--- config.mk ---
export PLATFORM = sky130hd
export DESIGN_NAME = session_table_with_liveness_aging_flat
export DESIGN_NICKNAME = d
export VERILOG_FILES = /design/src/rtl/core/stla_pkg.sv /design/src/rtl/core/stla_in_if.sv /design/src/rtl/core/stla_out_if.sv /design/src/rtl/core/stla_ctrl.sv /design/src/rtl/core/stla_dp.sv /design/src/rtl/core/session_table_with_liveness_aging.sv /design/src/flat_wrapper.sv
export SDC_FILE = /design/constraint.sdc
export NUM_CORES = 1
export LEC_CHECK = 0
export BUFFER_PORTS_ARGS = -buffer_cell sky130_fd_sc_hd__buf_2
export CORE_ASPECT_RATIO = 1.4
export CORE_MARGIN = 2
export CORE_UTILIZATION = 37
export CTS_BUF_LIST = sky130_fd_sc_hd__clkbuf_4 sky130_fd_sc_hd__clkbuf_8 sky130_fd_sc_hd__clkbuf_16
export CTS_CLUSTER_DIAMETER = 200
export DETAILED_ROUTE_END_ITERATION = 10
export PLACE_DENSITY = 0.6
export SLEW_MARGIN = 20
export SYNTH_ARGS = -nofsm -noshare
export SYNTH_HDL_FRONTEND = slang
export SYNTH_SLANG_ARGS = --single-unit
--- constraint.sdc ---
create_clock -name clk -period 13.4 [get_ports clk]
set_clock_uncertainty 0.2 [all_clocks]
set_input_delay 0.67 -clock clk [delete_from_list [all_inputs] [get_ports clk]]
set_output_delay 0.67 -clock clk [all_outputs]
set_load 0.01 [all_outputs]
--- src/rtl/core/stla_pkg.sv ---
// ----------------------------------------------------------------------------
// stla_pkg
// Shared codes and control types for the session table with liveness aging.
// ----------------------------------------------------------------------------
`default_nettype none

package stla_pkg;

  // field widths fixed by the word format
  localparam int OP_W       = 3;
  localparam int CONN_W     = 16;
  localparam int USER_KEY_W = 32;
  localparam int KIND_W     = 2;
  localparam int STATE_W    = 3;

  // operation codes
  localparam logic [OP_W-1:0] OP_IDENTIFY   = 3'd0;
  localparam logic [OP_W-1:0] OP_ENSURE     = 3'd1;
  localparam logic [OP_W-1:0] OP_MARK_ALIVE = 3'd2;
  localparam logic [OP_W-1:0] OP_REMOVE     = 3'd3;
  localparam logic [OP_W-1:0] OP_TICK       = 3'd4;

  // result kinds
  localparam logic [KIND_W-1:0] KIND_STATUS = 2'd0;
  localparam logic [KIND_W-1:0] KIND_CLOSE  = 2'd1;
  localparam logic [KIND_W-1:0] KIND_PING   = 2'd2;

  // controller states, also the phase seen by the datapath
  localparam logic [STATE_W-1:0] ST_IDLE   = 3'd0;
  localparam logic [STATE_W-1:0] ST_SCAN1  = 3'd1;
  localparam logic [STATE_W-1:0] ST_DECIDE = 3'd2;
  localparam logic [STATE_W-1:0] ST_SCAN2  = 3'd3;
  localparam logic [STATE_W-1:0] ST_TICK_A = 3'd4;
  localparam logic [STATE_W-1:0] ST_TICK_B = 3'd5;
  localparam logic [STATE_W-1:0] ST_STATUS = 3'd6;

  // controller to datapath
  typedef struct packed {
    logic [STATE_W-1:0] state;
    logic               load;
  } cmd_t;

  // datapath to controller
  typedef struct packed {
    logic step_ok;
    logic need_scan2;
  } stat_t;

endpackage

`default_nettype wire

--- src/rtl/core/stla_in_if.sv ---
// ----------------------------------------------------------------------------
// stla_in_if
// Request channel: one operation word with valid/ready handshake.
// ----------------------------------------------------------------------------
`default_nettype none

interface stla_in_if;
  logic                             valid;
  logic                             ready;
  logic [stla_pkg::OP_W-1:0]        op;
  logic [stla_pkg::CONN_W-1:0]      conn_id;
  logic [stla_pkg::USER_KEY_W-1:0]  user_key;

  modport source (output valid, output op, output conn_id, output user_key, input ready);
  modport sink   (input valid, input op, input conn_id, input user_key, output ready);
endinterface

`default_nettype wire

--- src/rtl/core/stla_out_if.sv ---
// ----------------------------------------------------------------------------
// stla_out_if
// Response channel: close, ping and status words with valid/ready handshake.
// ----------------------------------------------------------------------------
`default_nettype none

interface stla_out_if;
  logic                         valid;
  logic                         ready;
  logic [stla_pkg::KIND_W-1:0]  kind;
  logic [stla_pkg::CONN_W-1:0]  target_conn;
  logic                         ok;
  logic                         last;

  modport source (output valid, output kind, output target_conn, output ok, output last,
                  input ready);
  modport sink   (input valid, input kind, input target_conn, input ok, input last,
                  output ready);
endinterface

`default_nettype wire

--- src/rtl/core/stla_ctrl.sv ---
// ----------------------------------------------------------------------------
// stla_ctrl
// Sequencer: walks the slot scans of each operation and hands out the phase
// and slot index to the datapath.
// ----------------------------------------------------------------------------
`default_nettype none

module stla_ctrl #(
  parameter int SLOT_COUNT = 8,
  parameter int IDX_W      = 3
) (
  input  wire logic                      clk,
  input  wire logic                      rst,
  input  wire logic                      req_valid,
  input  wire logic [stla_pkg::OP_W-1:0] req_op,
  output logic                           req_ready,
  input  wire stla_pkg::stat_t           st,
  output stla_pkg::cmd_t                 cmd,
  output logic [IDX_W-1:0]               idx
);

  logic [stla_pkg::STATE_W-1:0] state;
  logic [stla_pkg::STATE_W-1:0] state_next;
  logic [IDX_W-1:0]             idx_next;
  logic                         last_idx;

  assign last_idx = (idx == IDX_W'(SLOT_COUNT - 1));

  // next state and scan index
  always_comb begin
    state_next = state;
    idx_next   = idx;
    case (state)
      stla_pkg::ST_IDLE: begin
        if (req_valid) begin
          idx_next = '0;
          if (req_op inside {[stla_pkg::OP_IDENTIFY:stla_pkg::OP_REMOVE]}) begin
            state_next = stla_pkg::ST_SCAN1;
          end else if (req_op == stla_pkg::OP_TICK) begin
            state_next = stla_pkg::ST_TICK_A;
          end else begin
            state_next = stla_pkg::ST_STATUS;
          end
        end
      end
      stla_pkg::ST_SCAN1: begin
        if (last_idx) begin
          state_next = stla_pkg::ST_DECIDE;
        end else begin
          idx_next = idx + IDX_W'(1);
        end
      end
      stla_pkg::ST_DECIDE: begin
        if (st.step_ok) begin
          idx_next   = '0;
          state_next = st.need_scan2 ? stla_pkg::ST_SCAN2 : stla_pkg::ST_STATUS;
        end
      end
      stla_pkg::ST_SCAN2: begin
        if (st.step_ok) begin
          if (last_idx) begin
            state_next = stla_pkg::ST_STATUS;
          end else begin
            idx_next = idx + IDX_W'(1);
          end
        end
      end
      stla_pkg::ST_TICK_A: begin
        if (st.step_ok) begin
          if (last_idx) begin
            state_next = stla_pkg::ST_TICK_B;
            idx_next   = '0;
          end else begin
            idx_next = idx + IDX_W'(1);
          end
        end
      end
      stla_pkg::ST_TICK_B: begin
        if (st.step_ok) begin
          if (last_idx) begin
            state_next = stla_pkg::ST_STATUS;
          end else begin
            idx_next = idx + IDX_W'(1);
          end
        end
      end
      stla_pkg::ST_STATUS: begin
        if (st.step_ok) begin
          state_next = stla_pkg::ST_IDLE;
        end
      end
      default: begin
        state_next = stla_pkg::ST_IDLE;
      end
    endcase
  end

  // state registers
  always_ff @(posedge clk) begin
    if (rst) begin
      state <= stla_pkg::ST_IDLE;
      idx   <= '0;
    end else begin
      state <= state_next;
      idx   <= idx_next;
    end
  end

  // commands out
  assign req_ready = (state == stla_pkg::ST_IDLE);
  assign cmd.state = state;
  assign cmd.load  = (state == stla_pkg::ST_IDLE) && req_valid;

endmodule

`default_nettype wire

--- src/rtl/core/stla_dp.sv ---
// ----------------------------------------------------------------------------
// stla_dp
// Datapath: slot table, per-slot compare, scan trackers and the response
// output register.
// ----------------------------------------------------------------------------
`default_nettype none

module stla_dp #(
  parameter int SLOT_COUNT = 8,
  parameter int KEY_BITS   = 32,
  parameter int IDX_W      = 3
) (
  input  wire logic                            clk,
  input  wire logic                            rst,
  input  wire stla_pkg::cmd_t                  cmd,
  input  wire logic [IDX_W-1:0]                idx,
  input  wire logic [stla_pkg::OP_W-1:0]       op,
  input  wire logic [stla_pkg::CONN_W-1:0]     conn_id,
  input  wire logic [stla_pkg::USER_KEY_W-1:0] user_key,
  output stla_pkg::stat_t                      st,
  stla_out_if.source                           rsp
);

  // slot table
  logic                        slot_active [SLOT_COUNT];
  logic                        slot_alive  [SLOT_COUNT];
  logic [stla_pkg::CONN_W-1:0] slot_conn   [SLOT_COUNT];
  logic [KEY_BITS-1:0]         slot_key    [SLOT_COUNT];

  // latched request
  logic [stla_pkg::OP_W-1:0]   op_r;
  logic [stla_pkg::CONN_W-1:0] conn_r;
  logic [KEY_BITS-1:0]         key_r;

  // scan trackers
  logic             fd_first_v, fd_last_v, same_v, free_v;
  logic [IDX_W-1:0] fd_first_i, fd_last_i, same_i, free_i;
  logic [IDX_W-1:0] target_i;
  logic             ok_r;

  // output register
  logic                         out_valid;
  logic [stla_pkg::KIND_W-1:0]  kind_r;
  logic [stla_pkg::CONN_W-1:0]  tconn_r;
  logic                         rok_r;
  logic                         last_r;

  logic                        tgt_v;
  logic [IDX_W-1:0]            act_i;
  logic [IDX_W-1:0]            rd_i;
  logic                        cur_active, cur_alive;
  logic [stla_pkg::CONN_W-1:0] cur_conn;
  logic [KEY_BITS-1:0]         cur_key;
  logic                        key_nz, conn_hit, key_hit, dup_hit, takeover;
  logic                        want_emit, out_room, step_ok, emit_go;
  logic [stla_pkg::KIND_W-1:0] emit_kind;

  // slot picked by the decide step
  always_comb begin
    tgt_v = fd_last_v || same_v || free_v;
    if (op_r == stla_pkg::OP_IDENTIFY) begin
      act_i = fd_last_v ? fd_last_i : (same_v ? same_i : free_i);
    end else begin
      act_i = fd_first_v ? fd_first_i : free_i;
    end
  end

  // single read port of the slot table
  assign rd_i       = (cmd.state == stla_pkg::ST_DECIDE) ? act_i : idx;
  assign cur_active = slot_active[rd_i];
  assign cur_alive  = slot_alive[rd_i];
  assign cur_conn   = slot_conn[rd_i];
  assign cur_key    = slot_key[rd_i];

  // per-slot compares
  assign key_nz   = (key_r != '0);
  assign conn_hit = cur_active && (cur_conn == conn_r);
  assign key_hit  = cur_active && key_nz && (cur_key == key_r);
  assign dup_hit  = (idx != target_i) && key_hit;
  assign takeover = (op_r == stla_pkg::OP_IDENTIFY) && !fd_last_v && same_v;

  // does this step produce a response word
  always_comb begin
    case (cmd.state)
      stla_pkg::ST_DECIDE: want_emit = takeover && (cur_conn != conn_r);
      stla_pkg::ST_SCAN2:  want_emit = dup_hit && (cur_conn != conn_r);
      stla_pkg::ST_TICK_A: want_emit = cur_active && !cur_alive;
      stla_pkg::ST_TICK_B: want_emit = cur_active;
      stla_pkg::ST_STATUS: want_emit = 1'b1;
      default:             want_emit = 1'b0;
    endcase
  end

  assign out_room      = !out_valid || rsp.ready;
  assign step_ok       = !want_emit || out_room;
  assign emit_go       = want_emit && out_room;
  assign st.step_ok    = step_ok;
  assign st.need_scan2 = (op_r == stla_pkg::OP_IDENTIFY) && tgt_v && key_nz;

  always_comb begin
    case (cmd.state)
      stla_pkg::ST_TICK_B: emit_kind = stla_pkg::KIND_PING;
      stla_pkg::ST_STATUS: emit_kind = stla_pkg::KIND_STATUS;
      default:             emit_kind = stla_pkg::KIND_CLOSE;
    endcase
  end

  // request latch
  always_ff @(posedge clk) begin
    if (cmd.load) begin
      op_r   <= op;
      conn_r <= conn_id;
      key_r  <= KEY_BITS'(user_key);
    end
  end

  // trackers, status flag and identify target
  always_ff @(posedge clk) begin
    if (rst) begin
      fd_first_v <= 1'b0;
      fd_last_v  <= 1'b0;
      same_v     <= 1'b0;
      free_v     <= 1'b0;
      ok_r       <= 1'b0;
    end else if (cmd.load) begin
      fd_first_v <= 1'b0;
      fd_last_v  <= 1'b0;
      same_v     <= 1'b0;
      free_v     <= 1'b0;
      ok_r       <= 1'b0;
    end else if (step_ok) begin
      case (cmd.state)
        stla_pkg::ST_SCAN1: begin
          if (conn_hit) begin
            if (!fd_first_v) begin
              fd_first_v <= 1'b1;
              fd_first_i <= idx;
            end
            fd_last_v <= 1'b1;
            fd_last_i <= idx;
          end else begin
            if (key_hit) begin
              same_v <= 1'b1;
              same_i <= idx;
            end
            if (!cur_active && !free_v) begin
              free_v <= 1'b1;
              free_i <= idx;
            end
          end
        end
        stla_pkg::ST_DECIDE: begin
          target_i <= act_i;
          case (op_r)
            stla_pkg::OP_IDENTIFY: ok_r <= tgt_v;
            stla_pkg::OP_ENSURE:   ok_r <= fd_first_v || free_v;
            default:               ok_r <= fd_first_v;
          endcase
        end
        stla_pkg::ST_TICK_A: begin
          if (cur_active && !cur_alive) begin
            ok_r <= 1'b1;
          end
        end
        default: begin
        end
      endcase
    end
  end

  // slot flags
  always_ff @(posedge clk) begin
    if (rst) begin
      for (int i = 0; i < SLOT_COUNT; i++) begin
        slot_active[i] <= 1'b0;
        slot_alive[i]  <= 1'b0;
      end
    end else if (step_ok) begin
      case (cmd.state)
        stla_pkg::ST_DECIDE: begin
          case (op_r)
            stla_pkg::OP_IDENTIFY: begin
              if (tgt_v) begin
                slot_active[act_i] <= 1'b1;
                slot_alive[act_i]  <= 1'b1;
              end
            end
            stla_pkg::OP_ENSURE: begin
              if (fd_first_v || free_v) begin
                slot_active[act_i] <= 1'b1;
                slot_alive[act_i]  <= 1'b1;
              end
            end
            stla_pkg::OP_MARK_ALIVE: begin
              if (fd_first_v) begin
                slot_alive[act_i] <= 1'b1;
              end
            end
            stla_pkg::OP_REMOVE: begin
              if (fd_first_v) begin
                slot_active[act_i] <= 1'b0;
                slot_alive[act_i]  <= 1'b0;
              end
            end
            default: begin
            end
          endcase
        end
        stla_pkg::ST_SCAN2: begin
          if (dup_hit) begin
            slot_active[idx] <= 1'b0;
            slot_alive[idx]  <= 1'b0;
          end
        end
        stla_pkg::ST_TICK_A: begin
          if (cur_active && !cur_alive) begin
            slot_active[idx] <= 1'b0;
          end
          slot_alive[idx] <= 1'b0;
        end
        default: begin
        end
      endcase
    end
  end

  // slot connection and key, only meaningful while the slot is active
  always_ff @(posedge clk) begin
    if (step_ok && (cmd.state == stla_pkg::ST_DECIDE)) begin
      if ((op_r == stla_pkg::OP_IDENTIFY) && tgt_v) begin
        slot_conn[act_i] <= conn_r;
        slot_key[act_i]  <= key_r;
      end else if ((op_r == stla_pkg::OP_ENSURE) && !fd_first_v && free_v) begin
        slot_conn[act_i] <= conn_r;
        slot_key[act_i]  <= '0;
      end
    end
  end

  // response output register
  always_ff @(posedge clk) begin
    if (rst) begin
      out_valid <= 1'b0;
    end else if (emit_go) begin
      out_valid <= 1'b1;
    end else if (rsp.ready) begin
      out_valid <= 1'b0;
    end
  end

  always_ff @(posedge clk) begin
    if (emit_go) begin
      kind_r  <= emit_kind;
      tconn_r <= (cmd.state == stla_pkg::ST_STATUS) ? '0 : cur_conn;
      rok_r   <= (cmd.state == stla_pkg::ST_STATUS) && ok_r;
      last_r  <= (cmd.state == stla_pkg::ST_STATUS);
    end
  end

  assign rsp.valid       = out_valid;
  assign rsp.kind        = kind_r;
  assign rsp.target_conn = tconn_r;
  assign rsp.ok          = rok_r;
  assign rsp.last        = last_r;

endmodule

`default_nettype wire

--- src/rtl/core/session_table_with_liveness_aging.sv ---
// ----------------------------------------------------------------------------
// session_table_with_liveness_aging
// Table of connection slots with identify, ensure, mark-alive, remove and
// heartbeat tick; close and ping words come out ahead of one status word.
// ----------------------------------------------------------------------------
// sequence: ensure, mark alive and remove scan the slots once, then decide, then status;
// identify may add a second scan after decide, tick scans twice; the scans step one
// slot per cycle over the single table read port, and back-pressure stalls them
// requests: one at a time, the next is taken once the status word is registered
// reset: synchronous, clears every slot's active and alive flags
`default_nettype none

module session_table_with_liveness_aging #(
  parameter int SLOT_COUNT = 8,
  parameter int KEY_BITS   = 32
) (
  input wire logic   clk,
  input wire logic   rst,
  stla_in_if.sink    req,
  stla_out_if.source rsp
);

  localparam int IDX_W = (SLOT_COUNT > 1) ? $clog2(SLOT_COUNT) : 1;

  stla_pkg::cmd_t   cmd;
  stla_pkg::stat_t  st;
  logic [IDX_W-1:0] idx;

  // sequencer
  stla_ctrl #(
    .SLOT_COUNT (SLOT_COUNT),
    .IDX_W      (IDX_W)
  ) u_ctrl (
    .clk       (clk),
    .rst       (rst),
    .req_valid (req.valid),
    .req_op    (req.op),
    .req_ready (req.ready),
    .st        (st),
    .cmd       (cmd),
    .idx       (idx)
  );

  // slot table and response register
  stla_dp #(
    .SLOT_COUNT (SLOT_COUNT),
    .KEY_BITS   (KEY_BITS),
    .IDX_W      (IDX_W)
  ) u_dp (
    .clk      (clk),
    .rst      (rst),
    .cmd      (cmd),
    .idx      (idx),
    .op       (req.op),
    .conn_id  (req.conn_id),
    .user_key (req.user_key),
    .st       (st),
    .rsp      (rsp)
  );

endmodule

`default_nettype wire

--- src/flat_wrapper.sv ---
// flat-port wrapper written by rule: the top's interface ports become plain ports
module session_table_with_liveness_aging_flat 
#(
  parameter int SLOT_COUNT = 8,
  parameter int KEY_BITS   = 32
)
  (clk, rst, req_valid, req_op, req_conn_id, req_user_key, req_ready, rsp_valid, rsp_kind, rsp_target_conn, rsp_ok, rsp_last, rsp_ready);
  stla_in_if req_i ();
  stla_out_if rsp_i ();
  input wire logic clk;
  input wire logic rst;
  input wire logic [$bits(req_i.valid)-1:0] req_valid;
  input wire logic [$bits(req_i.op)-1:0] req_op;
  input wire logic [$bits(req_i.conn_id)-1:0] req_conn_id;
  input wire logic [$bits(req_i.user_key)-1:0] req_user_key;
  output wire logic [$bits(req_i.ready)-1:0] req_ready;
  output wire logic [$bits(rsp_i.valid)-1:0] rsp_valid;
  output wire logic [$bits(rsp_i.kind)-1:0] rsp_kind;
  output wire logic [$bits(rsp_i.target_conn)-1:0] rsp_target_conn;
  output wire logic [$bits(rsp_i.ok)-1:0] rsp_ok;
  output wire logic [$bits(rsp_i.last)-1:0] rsp_last;
  input wire logic [$bits(rsp_i.ready)-1:0] rsp_ready;
  assign req_i.valid = req_valid;
  assign req_i.op = req_op;
  assign req_i.conn_id = req_conn_id;
  assign req_i.user_key = req_user_key;
  assign req_ready = req_i.ready;
  assign rsp_valid = rsp_i.valid;
  assign rsp_kind = rsp_i.kind;
  assign rsp_target_conn = rsp_i.target_conn;
  assign rsp_ok = rsp_i.ok;
  assign rsp_last = rsp_i.last;
  assign rsp_i.ready = rsp_ready;
  session_table_with_liveness_aging #(.SLOT_COUNT(SLOT_COUNT), .KEY_BITS(KEY_BITS)) u_core (.clk(clk), .rst(rst), .req(req_i), .rsp(rsp_i));
endmodule
==> results.md, run 1 <==
- Crit end category: register
- Status: completed
- Hold Vio Cnt, Final: 0
- Ranking of synthesized cells by area: edfxtp_1 65%, mux2i_1 5.4%, nand2_1 2.4%
- Initial Utilization: 37.3%
- Synthesized flop and latch total: 497
- Die Area: 0.0629 mm^2
- Mapped Avg Cell Area: 13.3 um^2
- Most common cell on crit path: buf_4
- Worst slew pin tran: 1030 ps
- Clk pwr share: 27.4%
- Crit-path max FO: 45
- Worst reg2reg startpoint: u_core.u_ctrl.state[1]
- # diodes: 0
- Routability cong.: 0.857
- TritonCTS clock tree: done
- Count of buffers from port buffering: 76
- Relative slew slack: 31.3%
- Share of cells above drive strength 1: 13.8%
- First-pass GRT wire length: 90500 um
- Reg power frac: 40.3%
- Post-route design area: 0.0253 mm^2
- Layer with the highest usage: met2
- Fmax: 123 MHz
- Critical Path AT: 8190 ps
- Pleak: 8.45 nW
- Hpwl dp: 36800 um
- Buffer depth of the longest clock path: 3
- Largest net degree at the start of global routing: 84
- Synth top area share: 64.7%
- PwrDens: 199 mW/mm^2
- Grt ovf: 0
- Storage cell area: 0.0148 mm^2
- Met3 Use GR: 2.73%
- Final min period: 8150 ps
- Crit-path max cell delay: 880 ps
- Ys Warns: 0
- Post-CTS Setup Inserts: 0
- Post-Place Worst Slack: 5260 ps
- Max Slew Vio Count: 0
- Async SR Flop Fraction: 0%
- Mapped Cells: 1701
- Starting DRT DRC Count: 1347
- Overall routing resource usage: 19.1%
- Leading area contributor after synthesis: edfxtp_1
- Count of flip-flops with a built-in enable after synthesis: 486
- Cell Area, Placed: 0.0237 mm^2
- Routed vias: 14900
- Area of the multi-input gates: 0.00699 mm^2
- Initial antenna violation count: 0
- H-Tree Depth: 2
- Root Driver: clkbuf_16
- Post-synthesis sequential area ratio: 65.7%
- Switching share of power: 35.5%
- Die Height: 296 um
- Setup slack, reg-to-reg: 5250 ps
- Crit path max-delay cell type: nor2_4
- Synthesized Nets: 1758
- Final period util: 60.8%
- TritonRoute pass-1 iters: 5
- Row count: 107
- Mapped cell area: 0.0225 mm^2
- Antenna-violating nets left: 0
- Switch Pwr: 1.79 mW
- Syn-to-layout area delta: 12.4%
- Vias in the first global route: 14900
- Min-delay worst type: input pin to register
- TNS Setup: 0 ps
- Die W: 213 um
- Max-cap viol count: 0
- Clock latency on the worst-skew pair: 600 ps
- Met2 usage in global routing: 34.2%
- Worst EP required: 13440 ps
- # resized after CTS: 0
- CTS Buf Count: 50
- GRT met1 Usage: 22.8%
- Top_reg_cell synth: edfxtp_1
- Max VDD drop: 0.000102 V
- CTS Sinks: 497
- CTS Hold Buffers Added: 0
- Crit-path cells: nor3b_4 -> buf_4 -> nor2_1 -> a21oi_4 -> buf_4 -> nand2_2 -> o22ai_1 -> or3_1 -> nand4_1 -> or4_4 -> o31ai_4 -> a21oi_2 -> o31ai_2 -> nor4b_1 -> nand2_1 -> nor2_4 -> buf_4
- RSZ-0062 raised after global routing: no
- Clock Pin Slew Worst Setup and Hold Paths: 60 ps
- CP Class: register to register
- Filler cell count in the final layout: 5555
- Comb power frac: 32.3%
- Via/cell ratio: 5.72
- Beginning of the critical path: u_core.u_ctrl.state[1]
- Hold Path Origin: req_conn_id[0]
- Internal power: 3.26 mW
- DRT Wirelength: 59800 um
- Final setup fails: 0
- Core ar.: 0.0605 mm^2
- Final setup margin: 5250 ps
- Worst setup SP type: register
- I/O Pins: 77
- Layout Nets: 1814
- Distinct cells, synth: 86
- DR WL/cell: 22.9 um
- Final routed DRC violation total: 0
layout make-up:
class | count | share of cell area [%]
Clock buffer | 61 | 5.33
Clock inverter | 26 | 0.992
Inverter | 81 | 1.20
Multi-Input combinational cell | 1022 | 27.6
Sequential cell | 497 | 58.5
Tap cell | 817 | 4.03
Timing Repair Buffer | 105 | 2.36
metal layers:
layer	vias up	share of wire (%)
met2	516	52
met5	-	0
met4	0	3.8
met3	144	5.2
met1	7568	39
li1	6704	-
synth_stat cells (all sizes together), types with 18 or more instances:
library cell / n
xnor2: 35
a21oi: 50
mux2i: 121
clkbuf: 45
nor2: 71
edfxtp: 486
o211ai: 20
nand3: 104
and3: 24
o221ai: 52
nand2: 152
o22ai: 42
nor2b: 33
buf: 56
o21ai: 45
nor3: 36
a22oi: 18
inv: 79
a221o: 20
power groups by stage:
stage          sequential, mW  combinational (mW)  clock (mW)
2_1_floorplan            1.99                1.21           0
3_3_place_gp             2.06                1.62           0
3_5_place_dp             2.07                1.64           0
4_1_cts                  2.03                1.64        1.42
5_1_grt                  2.04                1.77        1.47
6_report                 2.04                1.63        1.38
stage by stage:
stage	utilization (%)	hold slack (ps)	total power, mW	cells
after global placement	39.2	297	3.68	2522
final	41.9	40.6	5.05	2609
after floorplan	-	274	3.20	1701
after detailed placement	39.2	302	3.70	2522
after CTS	41.9	0.225	5.09	2609
after global routing	41.9	10.3	5.29	2609
cells by family after synthesis:
logic type | Yosys count | share of synthesized area, %
simple gates | 500 | 11.3
flops | 497 | 65.7
compound gates | 341 | 11.4
buf+inv | 182 | 3.65
mux | 135 | 6.19
xor+xnor | 44 | 1.71
fa+ha+maj | 2 | 0.111
flip-flops by register name (all words and copies together), names as in the netlist, 2 cells and up:
| name | count |
|---|---|
| u_core.u_dp.rsp.kind | 2 |
| u_core.u_dp.rsp.target_conn | 16 |
| u_core.u_dp.conn_r | 16 |
| u_core.u_dp.slot_active | 8 |
| u_core.u_ctrl.state | 3 |
| u_core.u_dp.slot_conn | 128 |
| u_core.u_dp.op_r | 3 |
| u_core.u_ctrl.idx | 3 |
| u_core.u_dp.same_i | 3 |
| u_core.u_dp.fd_first_i | 3 |
| u_core.u_dp.slot_key | 256 |
| u_core.u_dp.fd_last_i | 3 |
| u_core.u_dp.key_r | 32 |
| u_core.u_dp.free_i | 3 |
| u_core.u_dp.target_i | 3 |
| u_core.u_dp.slot_alive | 8 |
layout by cell type, fill, tap and decap left out, types with 24 or more instances in the layout:
cell type,instances
inv_1,79
nand2_1,147
o221ai_1,52
buf_4,29
and3_1,24
xnor2_1,35
clkbuf_16,51
o21ai_0,35
mux2i_1,121
buf_2,76
nor2_1,58
edfxtp_1,486
nor3_1,35
a21oi_1,43
nor2b_1,33
nand3_1,104
o22ai_1,42
worst paths after layout:
check	end	cells past startpoint
worst min register to register	u_core.u_dp.free_v	2
worst max-delay path	u_core.u_dp.slot_key[3][5]	17
worst min-delay path	u_core.u_dp.conn_r[0]	1
worst max register to register	u_core.u_dp.slot_key[3][5]	17
worst max-delay path, delay by kind of cell, from the launching register on:
family                 cells  cell delay [ps]
AO/OA/AOI/OAI              5             1750
buffers and inverters      3             1570
flip-flops                 1              640
AND/OR/NAND/NOR            9             3550
Note: power is estimated with default switching activity, not from simulation.
==> inputs of run 2 (changes only) <==
--- a/config.mk
+++ b/config.mk
@@ -12,7 +12,7 @@
 export CTS_BUF_LIST = sky130_fd_sc_hd__clkbuf_4 sky130_fd_sc_hd__clkbuf_8 sky130_fd_sc_hd__clkbuf_16
 export CTS_CLUSTER_DIAMETER = 200
 export DETAILED_ROUTE_END_ITERATION = 10
-export PLACE_DENSITY = 0.6
+export PLACE_DENSITY = 0.62
 export SLEW_MARGIN = 20
 export SYNTH_ARGS = -nofsm -noshare
 export SYNTH_HDL_FRONTEND = slang
==> constraint.sdc (replaced) <==
create_clock -name clk -period 7.35 [get_ports clk]
set_clock_uncertainty 0.2 [all_clocks]
set_input_delay 0.3675 -clock clk [delete_from_list [all_inputs] [get_ports clk]]
set_output_delay 0.3675 -clock clk [all_outputs]
set_load 0.01 [all_outputs]
==> results.md, run 2 (synthesis results as in run 1) <==
- Fmax: 157 MHz
- Critical Path AT: 6470 ps
- Buffer depth of the longest clock path: 3
- Biggest regs: u_core.u_dp.slot_key x256, u_core.u_dp.slot_conn x128, u_core.u_dp.key_r x32
- Count of buffers from port buffering: 76
- Leading cell type in the layout, fill and taps excluded: edfxtp_1
- Syn-to-layout area delta: 16.6%
- Hold Path Origin: req_valid
- Crit end category: register
- Routed vias: 15200
- Initial Utilization: 37.3%
- Clock latency on the worst-skew pair: 600 ps
- Share of cells above drive strength 1: 14.3%
- Tot Pwr: 9.43 mW
- Die Area: 0.0629 mm^2
- Hold WS: 228 ps
- Max VDD drop: 0.000190 V
- Worst slew pin tran: 1060 ps
- I/O Pins: 77
- CTS Buf Count: 50
- Die W: 213 um
- # resized after CTS: 0
- Root Driver: clkbuf_16
- Worst reg2reg startpoint: u_core.u_ctrl.state[2]
- Max-cap viol count: 0
- Final routed DRC violation total: 0
- Hold Vio Cnt, Final: 0
- Post-Place Worst Slack: 980 ps
- Layout Nets: 1892
- Final setup fails: 0
- CTS Sinks: 497
- Max Slew Vio Count: 0
- # diodes: 0
- Vias in the first global route: 15500
- Number of flip-flops in the largest register: 256
- Status: completed
- H-Tree Depth: 2
- Largest Register: u_core.u_dp.slot_key
- Most frequent cells in the layout: 486 x edfxtp_1, 147 x nand2_1, 121 x mux2i_1
- TritonRoute pass-1 iters: 6
- Final min period: 6390 ps
- Beginning of the critical path: u_core.u_ctrl.state[2]
- Final setup margin: 961 ps
- Starting DRT DRC Count: 1251
- Row count: 107
- DR WL/cell: 22.9 um
- Hpwl dp: 39100 um
- CP Class: register to register
- Grt ovf: 0
- Crit-path max FO: 24
- Worst setup SP type: register
- Min-delay worst type: input pin to register
- Clock Pin Slew Worst Setup and Hold Paths: 70 ps
- Via/cell ratio: 5.64
- First-pass GRT wire length: 93000 um
- Final period util: 86.9%
- Initial antenna violation count: 0
- PwrDens: 359 mW/mm^2
- Die Height: 296 um
- TNS Setup: 0 ps
- Routability cong.: 0.902
- Overall routing resource usage: 19.6%
- Relative slew slack: 29.2%
- RSZ-0062 raised after global routing: no
- Post-CTS Setup Inserts: 0
- Cell Area, Placed: 0.0241 mm^2
- DRT Wirelength: 61500 um
- Worst EP required: 7430 ps
- Largest net degree at the start of global routing: 58
- Antenna-violating nets left: 0
- Core ar.: 0.0605 mm^2
- Pleak: 8.85 nW
- Post-route design area: 0.0263 mm^2
- TritonCTS clock tree: done
==> run 2: worst max-delay path: stages (launching register included) <==
cell and delay (ps):
dfxtp_1 690, nor3b_4 180, buf_4 240, nor2_1 570
a21o_1 430, nand2_2 400, o22ai_1 310, or3_1 160
nand4_1 110, or4_4 610, o31ai_4 330, a21oi_2 130
o31ai_2 90, nor4b_1 480, nand2_1 370, nor2_4 440
buf_12 260
==> run 2: stage by stage <==
stage,instances,util (%)
after floorplan,1701,-
after global placement,2546,39.8
after detailed placement,2546,39.8
after CTS,2688,43.4
after global routing,2689,43.4
final,2689,43.4
==> run 2: worst paths after layout <==
path | end | slack, ps | depth (start not counted)
setup / recovery | u_core.u_dp.slot_key[6][15] | 960 | 16
hold / removal | u_core.u_ctrl.state[0] | 230 | 6
setup reg to reg | u_core.u_dp.slot_key[6][15] | 960 | 16
hold reg to reg | u_core.u_dp.free_v | 330 | 2
==> run 2: power by group <==
group          internal, mW  switching, mW
Sequential             3.47          0.216
Combinational          1.12           2.01
Clock                  1.53           1.08
==> run 2: routing by layer <==
metal  global-route usage [%]  part of all wire (%)  up-vias
met5                        0                     0        -
met4                     9.01                   4.4        0
met3                     2.69                   5.2      138
met2                     35.0                    51      553
met1                     23.3                    39     7618
li1                         -                     -     6865
==> run 2: timing repair <==
action                     CTS  global route
hold buffers                53             0
hold endpoints to repair    56             0
setup endpoints to repair    0             0
==> run 2: area by class of cell <==
class | instances | area, um^2
fillers | 5512 | 34200
flip-flops and latches | 497 | 14800
multi-input cells | 1022 | 6990
repair buffers | 183 | 1490
clock buffers | 58 | 1330
well taps | 817 | 1020
clock inverters | 31 | 330
inverters | 81 | 304
